### src/sv/wsfr_pkg.sv
// Shared types and constants for the frame receiver.
`timescale 1ns / 1ps

package wsfr_pkg;

    // Record types
    localparam logic [1:0] REC_START   = 2'd0;
    localparam logic [1:0] REC_PAYLOAD = 2'd1;
    localparam logic [1:0] REC_CLOSE   = 2'd2;
    localparam logic [1:0] REC_ERROR   = 2'd3;

    // Frame kinds
    localparam logic [2:0] KIND_TEXT   = 3'd0;
    localparam logic [2:0] KIND_BINARY = 3'd1;
    localparam logic [2:0] KIND_CLOSE  = 3'd2;
    localparam logic [2:0] KIND_PING   = 3'd3;
    localparam logic [2:0] KIND_PONG   = 3'd4;

    // Error codes
    localparam logic [2:0] ERR_RSV        = 3'd0;
    localparam logic [2:0] ERR_UNMASKED   = 3'd1;
    localparam logic [2:0] ERR_CONT       = 3'd2;
    localparam logic [2:0] ERR_FRAG_CTRL  = 3'd3;
    localparam logic [2:0] ERR_CTRL_LONG  = 3'd4;
    localparam logic [2:0] ERR_BAD_OPCODE = 3'd5;

    // Opcodes
    localparam logic [3:0] OP_CONT   = 4'h0;
    localparam logic [3:0] OP_TEXT   = 4'h1;
    localparam logic [3:0] OP_BINARY = 4'h2;
    localparam logic [3:0] OP_CLOSE  = 4'h8;
    localparam logic [3:0] OP_PING   = 4'h9;
    localparam logic [3:0] OP_PONG   = 4'hA;

    // Commands
    localparam logic CMD_BYTE    = 1'b0;
    localparam logic CMD_RESTART = 1'b1;

    // Length byte codes and control frame limit
    localparam logic [6:0]  LEN_EXT16   = 7'd126;
    localparam logic [6:0]  LEN_EXT64   = 7'd127;
    localparam logic [63:0] CTRL_MAX_LEN = 64'd125;

    typedef struct packed {
        logic [1:0]  rec_type;
        logic [2:0]  kind;
        logic [63:0] length;
        logic [7:0]  data;
        logic [15:0] reason;
        logic [2:0]  err;
        logic        last;
    } rec_t;

endpackage

### src/sv/wsfr_parser.sv
// Front end: byte-wise frame header parser, unmasking and record builder.
`timescale 1ns / 1ps

module wsfr_parser
(
    input  logic               clk,
    input  logic               rst_n,
    input  logic               accept,
    input  logic               command,
    input  logic [7:0]         data_byte,
    output logic               rec_valid,
    output wsfr_pkg::rec_t     rec
);

    localparam logic [2:0] PH_LEAD  = 3'd0;
    localparam logic [2:0] PH_LEN   = 3'd1;
    localparam logic [2:0] PH_EXT   = 3'd2;
    localparam logic [2:0] PH_KEY   = 3'd3;
    localparam logic [2:0] PH_DATA  = 3'd4;
    localparam logic [2:0] PH_CLOSE = 3'd5;

    logic [2:0]  phase_reg, phase_next;
    logic [3:0]  opcode_reg, opcode_next;
    logic        fin_reg, fin_next;
    logic [63:0] len_acc_reg, len_acc_next;
    logic [3:0]  ext_left_reg, ext_left_next;
    logic [31:0] key_reg, key_next;
    logic [1:0]  idx_reg, idx_next;
    logic [63:0] remain_reg, remain_next;
    logic [15:0] reason_reg, reason_next;
    logic [1:0]  close_cnt_reg, close_cnt_next;
    logic        halted_reg, halted_next;
    logic        fault_valid_reg, fault_valid_next;
    logic [2:0]  fault_code_reg, fault_code_next;

    logic [7:0]  key_byte;
    logic [7:0]  plain;
    logic        hdr_err;
    logic [2:0]  hdr_err_code;
    logic [2:0]  hdr_kind;
    logic [2:0]  data_kind;

    always_comb
    begin
        case (idx_reg)
            2'd0:    key_byte = key_reg[31:24];
            2'd1:    key_byte = key_reg[23:16];
            2'd2:    key_byte = key_reg[15:8];
            default: key_byte = key_reg[7:0];
        endcase
        plain = data_byte ^ key_byte;
    end

    // Header verdict; first fault latched in the header wins
    always_comb
    begin
        hdr_err      = 1'b1;
        hdr_err_code = wsfr_pkg::ERR_RSV;
        if (fault_valid_reg)
            hdr_err_code = fault_code_reg;
        else if (opcode_reg == wsfr_pkg::OP_CONT)
            hdr_err_code = wsfr_pkg::ERR_CONT;
        else if (opcode_reg == wsfr_pkg::OP_TEXT || opcode_reg == wsfr_pkg::OP_BINARY)
            hdr_err = 1'b0;
        else if (!fin_reg)
            hdr_err_code = wsfr_pkg::ERR_FRAG_CTRL;
        else if (len_acc_reg > wsfr_pkg::CTRL_MAX_LEN)
            hdr_err_code = wsfr_pkg::ERR_CTRL_LONG;
        else if (opcode_reg != wsfr_pkg::OP_CLOSE && opcode_reg != wsfr_pkg::OP_PING
                 && opcode_reg != wsfr_pkg::OP_PONG)
            hdr_err_code = wsfr_pkg::ERR_BAD_OPCODE;
        else
            hdr_err = 1'b0;
    end

    always_comb
    begin
        case (opcode_reg)
            wsfr_pkg::OP_TEXT:   hdr_kind = wsfr_pkg::KIND_TEXT;
            wsfr_pkg::OP_BINARY: hdr_kind = wsfr_pkg::KIND_BINARY;
            wsfr_pkg::OP_CLOSE:  hdr_kind = wsfr_pkg::KIND_CLOSE;
            wsfr_pkg::OP_PING:   hdr_kind = wsfr_pkg::KIND_PING;
            default:             hdr_kind = wsfr_pkg::KIND_PONG;
        endcase
        case (opcode_reg)
            wsfr_pkg::OP_TEXT:   data_kind = wsfr_pkg::KIND_TEXT;
            wsfr_pkg::OP_BINARY: data_kind = wsfr_pkg::KIND_BINARY;
            wsfr_pkg::OP_PING:   data_kind = wsfr_pkg::KIND_PING;
            default:             data_kind = wsfr_pkg::KIND_PONG;
        endcase
    end

    always_comb
    begin
        phase_next       = phase_reg;
        opcode_next      = opcode_reg;
        fin_next         = fin_reg;
        len_acc_next     = len_acc_reg;
        ext_left_next    = ext_left_reg;
        key_next         = key_reg;
        idx_next         = idx_reg;
        remain_next      = remain_reg;
        reason_next      = reason_reg;
        close_cnt_next   = close_cnt_reg;
        halted_next      = halted_reg;
        fault_valid_next = fault_valid_reg;
        fault_code_next  = fault_code_reg;
        rec_valid        = 1'b0;
        rec              = '0;

        if (accept && command == wsfr_pkg::CMD_RESTART)
        begin
            phase_next       = PH_LEAD;
            opcode_next      = '0;
            fin_next         = 1'b0;
            len_acc_next     = '0;
            ext_left_next    = '0;
            key_next         = '0;
            idx_next         = '0;
            remain_next      = '0;
            reason_next      = '0;
            close_cnt_next   = '0;
            halted_next      = 1'b0;
            fault_valid_next = 1'b0;
            fault_code_next  = '0;
        end
        else if (accept && !halted_reg)
        begin
            unique case (phase_reg)
                PH_LEN:
                begin
                    if (!data_byte[7] && !fault_valid_reg)
                    begin
                        fault_valid_next = 1'b1;
                        fault_code_next  = wsfr_pkg::ERR_UNMASKED;
                    end
                    idx_next = '0;
                    key_next = '0;
                    if (data_byte[6:0] == wsfr_pkg::LEN_EXT16)
                    begin
                        len_acc_next  = '0;
                        ext_left_next = 4'd2;
                        phase_next    = PH_EXT;
                    end
                    else if (data_byte[6:0] == wsfr_pkg::LEN_EXT64)
                    begin
                        len_acc_next  = '0;
                        ext_left_next = 4'd8;
                        phase_next    = PH_EXT;
                    end
                    else
                    begin
                        len_acc_next = {57'd0, data_byte[6:0]};
                        phase_next   = PH_KEY;
                    end
                end
                PH_EXT:
                begin
                    len_acc_next  = {len_acc_reg[55:0], data_byte};
                    ext_left_next = ext_left_reg - 4'd1;
                    if (ext_left_reg == 4'd1)
                        phase_next = PH_KEY;
                end
                PH_KEY:
                begin
                    key_next = {key_reg[23:0], data_byte};
                    idx_next = idx_reg + 2'd1;
                    if (idx_reg == 2'd3)
                    begin
                        rec_valid = 1'b1;
                        if (hdr_err)
                        begin
                            rec.rec_type = wsfr_pkg::REC_ERROR;
                            rec.err      = hdr_err_code;
                            rec.last     = 1'b1;
                            halted_next  = 1'b1;
                        end
                        else
                        begin
                            remain_next    = len_acc_reg;
                            reason_next    = '0;
                            close_cnt_next = '0;
                            if (opcode_reg == wsfr_pkg::OP_CLOSE)
                            begin
                                if (len_acc_reg == 64'd0)
                                begin
                                    rec.rec_type = wsfr_pkg::REC_CLOSE;
                                    rec.kind     = wsfr_pkg::KIND_CLOSE;
                                    rec.last     = 1'b1;
                                    phase_next   = PH_LEAD;
                                end
                                else
                                begin
                                    rec_valid  = 1'b0;
                                    phase_next = PH_CLOSE;
                                end
                            end
                            else
                            begin
                                rec.rec_type = wsfr_pkg::REC_START;
                                rec.kind     = hdr_kind;
                                rec.length   = len_acc_reg;
                                rec.last     = (len_acc_reg == 64'd0);
                                phase_next   = (len_acc_reg == 64'd0) ? PH_LEAD : PH_DATA;
                            end
                        end
                    end
                end
                PH_DATA:
                begin
                    idx_next     = idx_reg + 2'd1;
                    remain_next  = remain_reg - 64'd1;
                    rec_valid    = 1'b1;
                    rec.rec_type = wsfr_pkg::REC_PAYLOAD;
                    rec.kind     = data_kind;
                    rec.data     = plain;
                    rec.last     = (remain_reg == 64'd1);
                    if (remain_reg == 64'd1)
                        phase_next = PH_LEAD;
                end
                PH_CLOSE:
                begin
                    if (close_cnt_reg != 2'd2)
                    begin
                        reason_next    = {reason_reg[7:0], plain};
                        close_cnt_next = close_cnt_reg + 2'd1;
                    end
                    idx_next    = idx_reg + 2'd1;
                    remain_next = remain_reg - 64'd1;
                    if (remain_reg == 64'd1)
                    begin
                        rec_valid    = 1'b1;
                        rec.rec_type = wsfr_pkg::REC_CLOSE;
                        rec.kind     = wsfr_pkg::KIND_CLOSE;
                        rec.length   = len_acc_reg;
                        rec.reason   = (close_cnt_next == 2'd2) ? reason_next : 16'd0;
                        rec.last     = 1'b1;
                        phase_next   = PH_LEAD;
                    end
                end
                default:
                begin
                    // lead byte: FIN, reserve bits, opcode
                    fault_valid_next = |data_byte[6:4];
                    fault_code_next  = wsfr_pkg::ERR_RSV;
                    opcode_next      = data_byte[3:0];
                    fin_next         = data_byte[7];
                    phase_next       = PH_LEN;
                end
            endcase
        end
    end

    always_ff @(posedge clk or negedge rst_n)
    begin
        if (!rst_n)
        begin
            phase_reg       <= PH_LEAD;
            opcode_reg      <= '0;
            fin_reg         <= 1'b0;
            len_acc_reg     <= '0;
            ext_left_reg    <= '0;
            key_reg         <= '0;
            idx_reg         <= '0;
            remain_reg      <= '0;
            reason_reg      <= '0;
            close_cnt_reg   <= '0;
            halted_reg      <= 1'b0;
            fault_valid_reg <= 1'b0;
            fault_code_reg  <= '0;
        end
        else
        begin
            phase_reg       <= phase_next;
            opcode_reg      <= opcode_next;
            fin_reg         <= fin_next;
            len_acc_reg     <= len_acc_next;
            ext_left_reg    <= ext_left_next;
            key_reg         <= key_next;
            idx_reg         <= idx_next;
            remain_reg      <= remain_next;
            reason_reg      <= reason_next;
            close_cnt_reg   <= close_cnt_next;
            halted_reg      <= halted_next;
            fault_valid_reg <= fault_valid_next;
            fault_code_reg  <= fault_code_next;
        end
    end

`ifndef SYNTHESIS
    a_rec_needs_item: assert property (@(posedge clk) disable iff (!rst_n)
        rec_valid |-> accept)
        else $error("record without an accepted item");

    a_restart_clears: assert property (@(posedge clk) disable iff (!rst_n)
        (accept && command == wsfr_pkg::CMD_RESTART) |=> (phase_reg == PH_LEAD && !halted_reg))
        else $error("restart did not return parser to lead byte");

    a_error_halts: assert property (@(posedge clk) disable iff (!rst_n)
        (rec_valid && rec.rec_type == wsfr_pkg::REC_ERROR) |=> halted_reg)
        else $error("error record did not halt parser");

    a_halted_silent: assert property (@(posedge clk) disable iff (!rst_n)
        halted_reg |-> !rec_valid)
        else $error("record emitted while halted");
`endif

endmodule

### src/sv/wsfr_queue.sv
// Back end: short record queue that presents the oldest record to the consumer.
`timescale 1ns / 1ps

module wsfr_queue
#(
    parameter int DEPTH = 4
)
(
    input  logic           clk,
    input  logic           rst_n,
    input  logic           push,
    input  wsfr_pkg::rec_t push_rec,
    input  logic           pop,
    output wsfr_pkg::rec_t head_rec,
    output logic           full,
    output logic           empty
);

    localparam int PTR_W = (DEPTH > 1) ? $clog2(DEPTH) : 1;
    localparam int CNT_W = $clog2(DEPTH + 1);
    localparam logic [PTR_W-1:0] LAST_SLOT = PTR_W'(DEPTH - 1);
    localparam logic [CNT_W-1:0] FULL_CNT  = CNT_W'(DEPTH);

    wsfr_pkg::rec_t    slot_reg [DEPTH];
    logic [PTR_W-1:0]  wr_ptr_reg, wr_ptr_next;
    logic [PTR_W-1:0]  rd_ptr_reg, rd_ptr_next;
    logic [CNT_W-1:0]  count_reg, count_next;
    logic              do_push;
    logic              do_pop;

    assign full     = (count_reg == FULL_CNT);
    assign empty    = (count_reg == '0);
    assign do_push  = push && !full;
    assign do_pop   = pop && !empty;
    assign head_rec = slot_reg[rd_ptr_reg];

    always_comb
    begin
        wr_ptr_next = wr_ptr_reg;
        rd_ptr_next = rd_ptr_reg;
        count_next  = count_reg;
        if (do_push)
            wr_ptr_next = (wr_ptr_reg == LAST_SLOT) ? '0 : wr_ptr_reg + PTR_W'(1);
        if (do_pop)
            rd_ptr_next = (rd_ptr_reg == LAST_SLOT) ? '0 : rd_ptr_reg + PTR_W'(1);
        if (do_push && !do_pop)
            count_next = count_reg + CNT_W'(1);
        else if (do_pop && !do_push)
            count_next = count_reg - CNT_W'(1);
    end

    always_ff @(posedge clk)
    begin
        if (do_push)
            slot_reg[wr_ptr_reg] <= push_rec;
    end

    always_ff @(posedge clk or negedge rst_n)
    begin
        if (!rst_n)
        begin
            wr_ptr_reg <= '0;
            rd_ptr_reg <= '0;
            count_reg  <= '0;
        end
        else
        begin
            wr_ptr_reg <= wr_ptr_next;
            rd_ptr_reg <= rd_ptr_next;
            count_reg  <= count_next;
        end
    end

`ifndef SYNTHESIS
    a_count_bound: assert property (@(posedge clk) disable iff (!rst_n)
        count_reg <= FULL_CNT)
        else $error("queue count above depth");

    a_no_push_when_full: assert property (@(posedge clk) disable iff (!rst_n)
        full |-> !push)
        else $error("record pushed into a full queue");

    a_count_tracks: assert property (@(posedge clk) disable iff (!rst_n)
        (do_push && !do_pop) |=> count_reg == $past(count_reg) + CNT_W'(1))
        else $error("queue count did not follow a push");
`endif

endmodule

### src/sv/websocket_frame_receiver.sv
// Top level of the client-to-server frame receiver: parser front end and record queue.
`timescale 1ns / 1ps
// A record caused by an accepted byte goes straight into the queue, with no register in the parser between.
// Throughput: one byte per cycle while the queue is not full; full rises only when DEPTH records wait unpopped.
// The last key byte gives the start record, an error record or an empty close's record;
// earlier header bytes give none. Payload bytes give one record each, close payload one at its end.
// Reset (rst_n low, asynchronous) returns the parser to the lead byte and empties the queue.

module websocket_frame_receiver
#(
    parameter int DEPTH = 4
)
(
    input  logic        clk,
    input  logic        rst_n,

    // item input
    input  logic        push,
    output logic        full,
    input  logic        command,
    input  logic [7:0]  data_byte,

    // record output
    output logic        empty,
    input  logic        pop,
    output logic [1:0]  record_type,
    output logic [2:0]  frame_kind,
    output logic [63:0] frame_length,
    output logic [7:0]  payload_byte,
    output logic [15:0] close_reason,
    output logic [2:0]  error_code,
    output logic        last
);

    // An item is taken whenever the queue has room; each item yields at most one
    // record, so a free slot is all the parser needs to avoid losing one.
    logic           item_accept;
    logic           rec_valid;
    wsfr_pkg::rec_t rec;
    wsfr_pkg::rec_t head_rec;

    assign item_accept = push && !full;

    // Front end: header parsing, fault checks, unmasking and record building
    wsfr_parser u_parser
    (
        .clk       (clk),
        .rst_n     (rst_n),
        .accept    (item_accept),
        .command   (command),
        .data_byte (data_byte),
        .rec_valid (rec_valid),
        .rec       (rec)
    );

    // Back end: records wait here until the consumer pops them, so a stalled
    // consumer does not stop the byte stream until the queue fills.
    wsfr_queue
    #(
        .DEPTH (DEPTH)
    )
    u_queue
    (
        .clk      (clk),
        .rst_n    (rst_n),
        .push     (rec_valid),
        .push_rec (rec),
        .pop      (pop),
        .head_rec (head_rec),
        .full     (full),
        .empty    (empty)
    );

    // Record fields to ports; unused fields are already zero in each record
    assign record_type  = head_rec.rec_type;
    assign frame_kind   = head_rec.kind;
    assign frame_length = head_rec.length;
    assign payload_byte = head_rec.data;
    assign close_reason = head_rec.reason;
    assign error_code   = head_rec.err;
    assign last         = head_rec.last;

endmodule
### config.mk
export PLATFORM = sky130hd
export DESIGN_NAME = websocket_frame_receiver
export DESIGN_NICKNAME = d
export VERILOG_FILES = /design/src/sv/wsfr_pkg.sv /design/src/sv/wsfr_parser.sv /design/src/sv/wsfr_queue.sv /design/src/sv/websocket_frame_receiver.sv
export SDC_FILE = /design/constraint.sdc
export NUM_CORES = 1
export LEC_CHECK = 0
export BUFFER_PORTS_ARGS = -buffer_cell sky130_fd_sc_hd__buf_2
export CORE_UTILIZATION = 55
export CTS_CLUSTER_DIAMETER = 40
export DETAILED_ROUTE_END_ITERATION = 10
export GPL_TIMING_DRIVEN = 0
export HOLD_SLACK_MARGIN = 0.1
export PLACE_DENSITY = 0.75
export SLEW_MARGIN = 0
export SYNTH_ARGS = -nofsm -noshare
export SYNTH_HDL_FRONTEND = slang
export SYNTH_SLANG_ARGS = --single-unit
### constraint.sdc
create_clock -name clk -period 4.9 [get_ports clk]
set_input_delay 0.735 -clock clk [delete_from_list [all_inputs] [get_ports clk]]
set_output_delay 0.735 -clock clk [all_outputs]
set_load 0.05 [all_outputs]
==> flow_summary.yaml <==
die:
  die_area_um2: 46800
  core.rowCount: 78
  top_level_ports: 112
  core_area_um2: 45300
  initial_core_utilization_pct: 55.8
  fp.dieH_um: 216
  width_of_the_chip_um: 216
grt:
  via_count_of_the_first_global_routing_pass: 16774
  maximum_number_of_pins_on_one_net_before_global_route_repair: 105
  initial_antenna_violation_count: 2
  globalRouteTotalUtil_pct: 27.6
  global_route.overflow_total: 0
  grt_pass1_wl_um: 97900
status:
  run_status: "complete, no violations"
synthesis:
  synth.area.mux_share_pct: 10.2
  ys_warns: 0
  synthArstFlopShare_pct: 34.2
  synth.area.top_cells: "edfxtp_1 (46%), dfrtp_1 (20%), mux4_2 (8.7%), a22o_1 (3.3%), o21ai_0 (2.8%)"
  seq_area_frac_synth_pct: 66.2
  synthFlopType: "edfxtp_1"
  synthAdderAreaFrac_pct: 0.922
  synth_cell_type_count: 74
  combinational_family_with_the_most_area_after_synthesis: "compound AO/OA/AOI/OAI gates"
  synth_compound_gate_area_share_pct: 10.3
  yosys.area_share.simple_pct: 9.88
  cell_with_the_most_instances_after_synthesis: "edfxtp_1"
  syn_nets: 1811
  synth_xor_xnor_area_share_pct: 0.451
  synthTopCellsByCount: "edfxtp_1 (388), dfrtp_1 (202), o21ai_0 (141), nor2_1 (140), mux4_2 (97)"
  number_of_synthesized_flops_with_an_enable_pin: 388
  syn_area_per_cell_um2: 14.2
  netlist_instances: 1780
  synth.top_cell.area_share_pct: 46.1
  yosys.area.top_type: "edfxtp_1"
  synth_area_um2: 25200
  synth-seq-cells: 590
critical_path:
  critical_path_source_type: "flip-flop"
  arrival_ns: 4.91
  worstPathCellList: "nor3_1 -> nand2_1 -> or4_4 -> or4_4 -> or2_4 -> a31oi_4 -> and2_4 -> buf_16"
  critical_path.max_stage_delay_ns: 0.73
  critical-path-top-cell-by-count: "or4_4"
  critical_path.top_delay_family: "simple AND/OR/NAND/NOR gates"
  worstSetupEndpointType: "flip-flop"
  cp_slowest_cell: "and2_4"
  critPathKind: "flip-flop to flip-flop"
  r2r_cells: 8
  cp.required_ns: 5.15
  critical_path_buf_inv_count: 1
  crit_path_max_fanout: 54
  crit_cells: 8
power_and_ir_drop:
  leakagePower_nw: 11.4
  worst_ir_drop_vdd_mv: 0.373
  net-switching-power_mw: 7.74
  seq_power_share_pct: 31.6
  clk_pwr_share_pct: 28.8
  powerDensity_nw_per_um2: 641
  switching_share_pct: 41.3
  total_power_mw: 18.7
  combPwrFrac_pct: 39.6
  internal_cell_power_mw: 11.0
final_layout:
  final_core_util_pct: 64.5
  largest_register_ff_count: 388
  area_delta_synth_final_pct: 15.6
  drive_gt1_share_pct: 18.1
  num-nets-final: 2001
drt:
  drc: 0
  detail-route-antenna-nets: 0
  routedLengthMet1_um: 26300
  wirelength_um: 64000
  via_per_inst: 6.39
  detail_route.first_pass.iterations: 6
  dr_wl_met3_um: 5620
  detailedRoute.firstIterationViolations: 1868
  avgRoutedWirePerCell_um: 24.3
  route.vias.total: 16821
  met2_wirelength_um: 30500
  top_layer: "met4"
placed_design:
  port_buffers: 110
  routabilityCongestion: 0.971
  dpl.hpwl_um: 40500
sta:
  top_achievable_clock_speed_mhz: 215
  max_slew.worst_pin.slew_ns: 1.01
  hold_viol: 0
  slew_headroom_pct: 32.1
  layout_worst_path_cycle_share_pct: 95.1
  setup-tns-final_ns: 0
  setup_viol: 0
  fin_worst_skew_ns: 0.0191
  minimum_hold_slack_ns: 0.144
  period_minus_slack_ns: 4.66
  rsz0062_at_grt: "false"
  maxSlewViolCount: 0
cts:
  worstSkewPairLatency_ns: 0.60
  tritoncts_clock_tree: "built"
  max_h_tree_level: 3
  cts.hold.buffers_added: 0
  cts_sinks: 590
  tritoncts.num_buffers: 73
  cts.repair_timing.setup_buffer_count: 0
  cts.root.buffer_cell: "clkbuf_16"
  cts_repair_resize_count: 0
  clk_path_buf_depth: 3
  clk_pin_slew_ns: 0.06
job:
  max-cap-violations: 0
min_path:
  hold_path.class: "input port to asynchronous set/reset pin"
## per-stage QoR
stage | cells | cell area [um2] | worst slack (ns)
after floorplan | 1780 | 25300 | 0.590
after global placement | 2490 | 26600 | -0.847
after detailed placement | 2495 | 26700 | 0.262
after CTS | 2630 | 29200 | 0.0437
after global routing | 2631 | 29200 | 0.0684
final | 2632 | 29200 | 0.242
## power groups by stage
stage	clock network, mW	logic, mW	registers (mW)
3_5_place_dp	0	7.28	5.98
4_1_cts	5.44	7.33	5.89
2_1_floorplan	0	5.40	5.88
5_1_grt	5.64	7.93	5.94
6_report	5.39	7.42	5.91
3_3_place_gp	0	7.22	5.97
## layout by cell type (no fill, tap or decap), types with 6 or more instances in the layout
master / instances
edfxtp_1: 388
dfrtp_1: 202
o21ai_0: 141
nor2_1: 140
buf_2: 115
clkbuf_1: 101
mux4_2: 97
nand2_1: 95
a22o_1: 95
clkbuf_16: 79
a21oi_1: 74
and2_1: 71
nor3_1: 51
nor4_1: 43
inv_1: 28
mux2i_1: 23
nand3_1: 22
ha_1: 17
buf_1: 15
a22oi_1: 14
xnor2_1: 11
or3_1: 11
nand4_1: 10
mux2_2: 10
or4_1: 8
a222oi_1: 8
and3_1: 8
a31oi_1: 8
inv_6: 7
clkinv_4: 6
clkinvlp_4: 6
clkinv_1: 6
clkinv_2: 6
## cells by family (layout without fill, tap and decap cells)
| kind of cell | Yosys count | in the layout |
|---|---|---|
| AO/OA/AOI/OAI | 393 | 393 |
| XOR/XNOR | 13 | 13 |
| adder cells (fa/ha/maj) | 18 | 18 |
| buffers and inverters | 140 | 390 |
| flip-flops | 590 | 590 |
| multiplexers | 133 | 133 |
| other | 0 | 2 |
| AND/OR/NAND/NOR | 493 | 493 |
## cell type report
type                    count  area (um2)
flip-flops and latches    590       16700
fillers                  3307       16100
multi-input cells        1050        8010
clock buffers              93        2030
well taps                 600         751
repair buffers            115         698
plain buffers             112         449
clock inverters            42         439
inverters                  28         105
diodes                      2        5.00
## layer usage
layer / track usage (%) / up-vias
li1: - / 7293
met1: 38.8 / 8560
met2: 43.1 / 837
met3: 5.84 / 131
met4: 9.41 / 0
met5: 0 / -
## worst reg2reg max path, delay by kind of cell (launching register included)
kind / cells / cell delay [ns]
AO/OA/AOI/OAI: 1 / 0.29
buffers and inverters: 1 / 0.35
flip-flops: 1 / 0.44
AND/OR/NAND/NOR: 6 / 3.17
## final timing paths
kind / startpoint / to / slack, ns
max: u_parser.remain_reg[28] / u_queue.slot_reg[1][45] / 0.24
min: rst_n / u_parser.key_reg[6] / 0.14
max reg2reg: u_parser.remain_reg[28] / u_queue.slot_reg[1][45] / 0.24
min reg2reg: u_parser.remain_reg[61] / u_parser.remain_reg[61] / 0.50
max in group asynchronous: rst_n / u_parser.remain_reg[39] / 3.73
min in group clk: data_byte[5] / u_parser.key_reg[5] / 0.48
No activity file was read; power rests on OpenSTA's default activity.
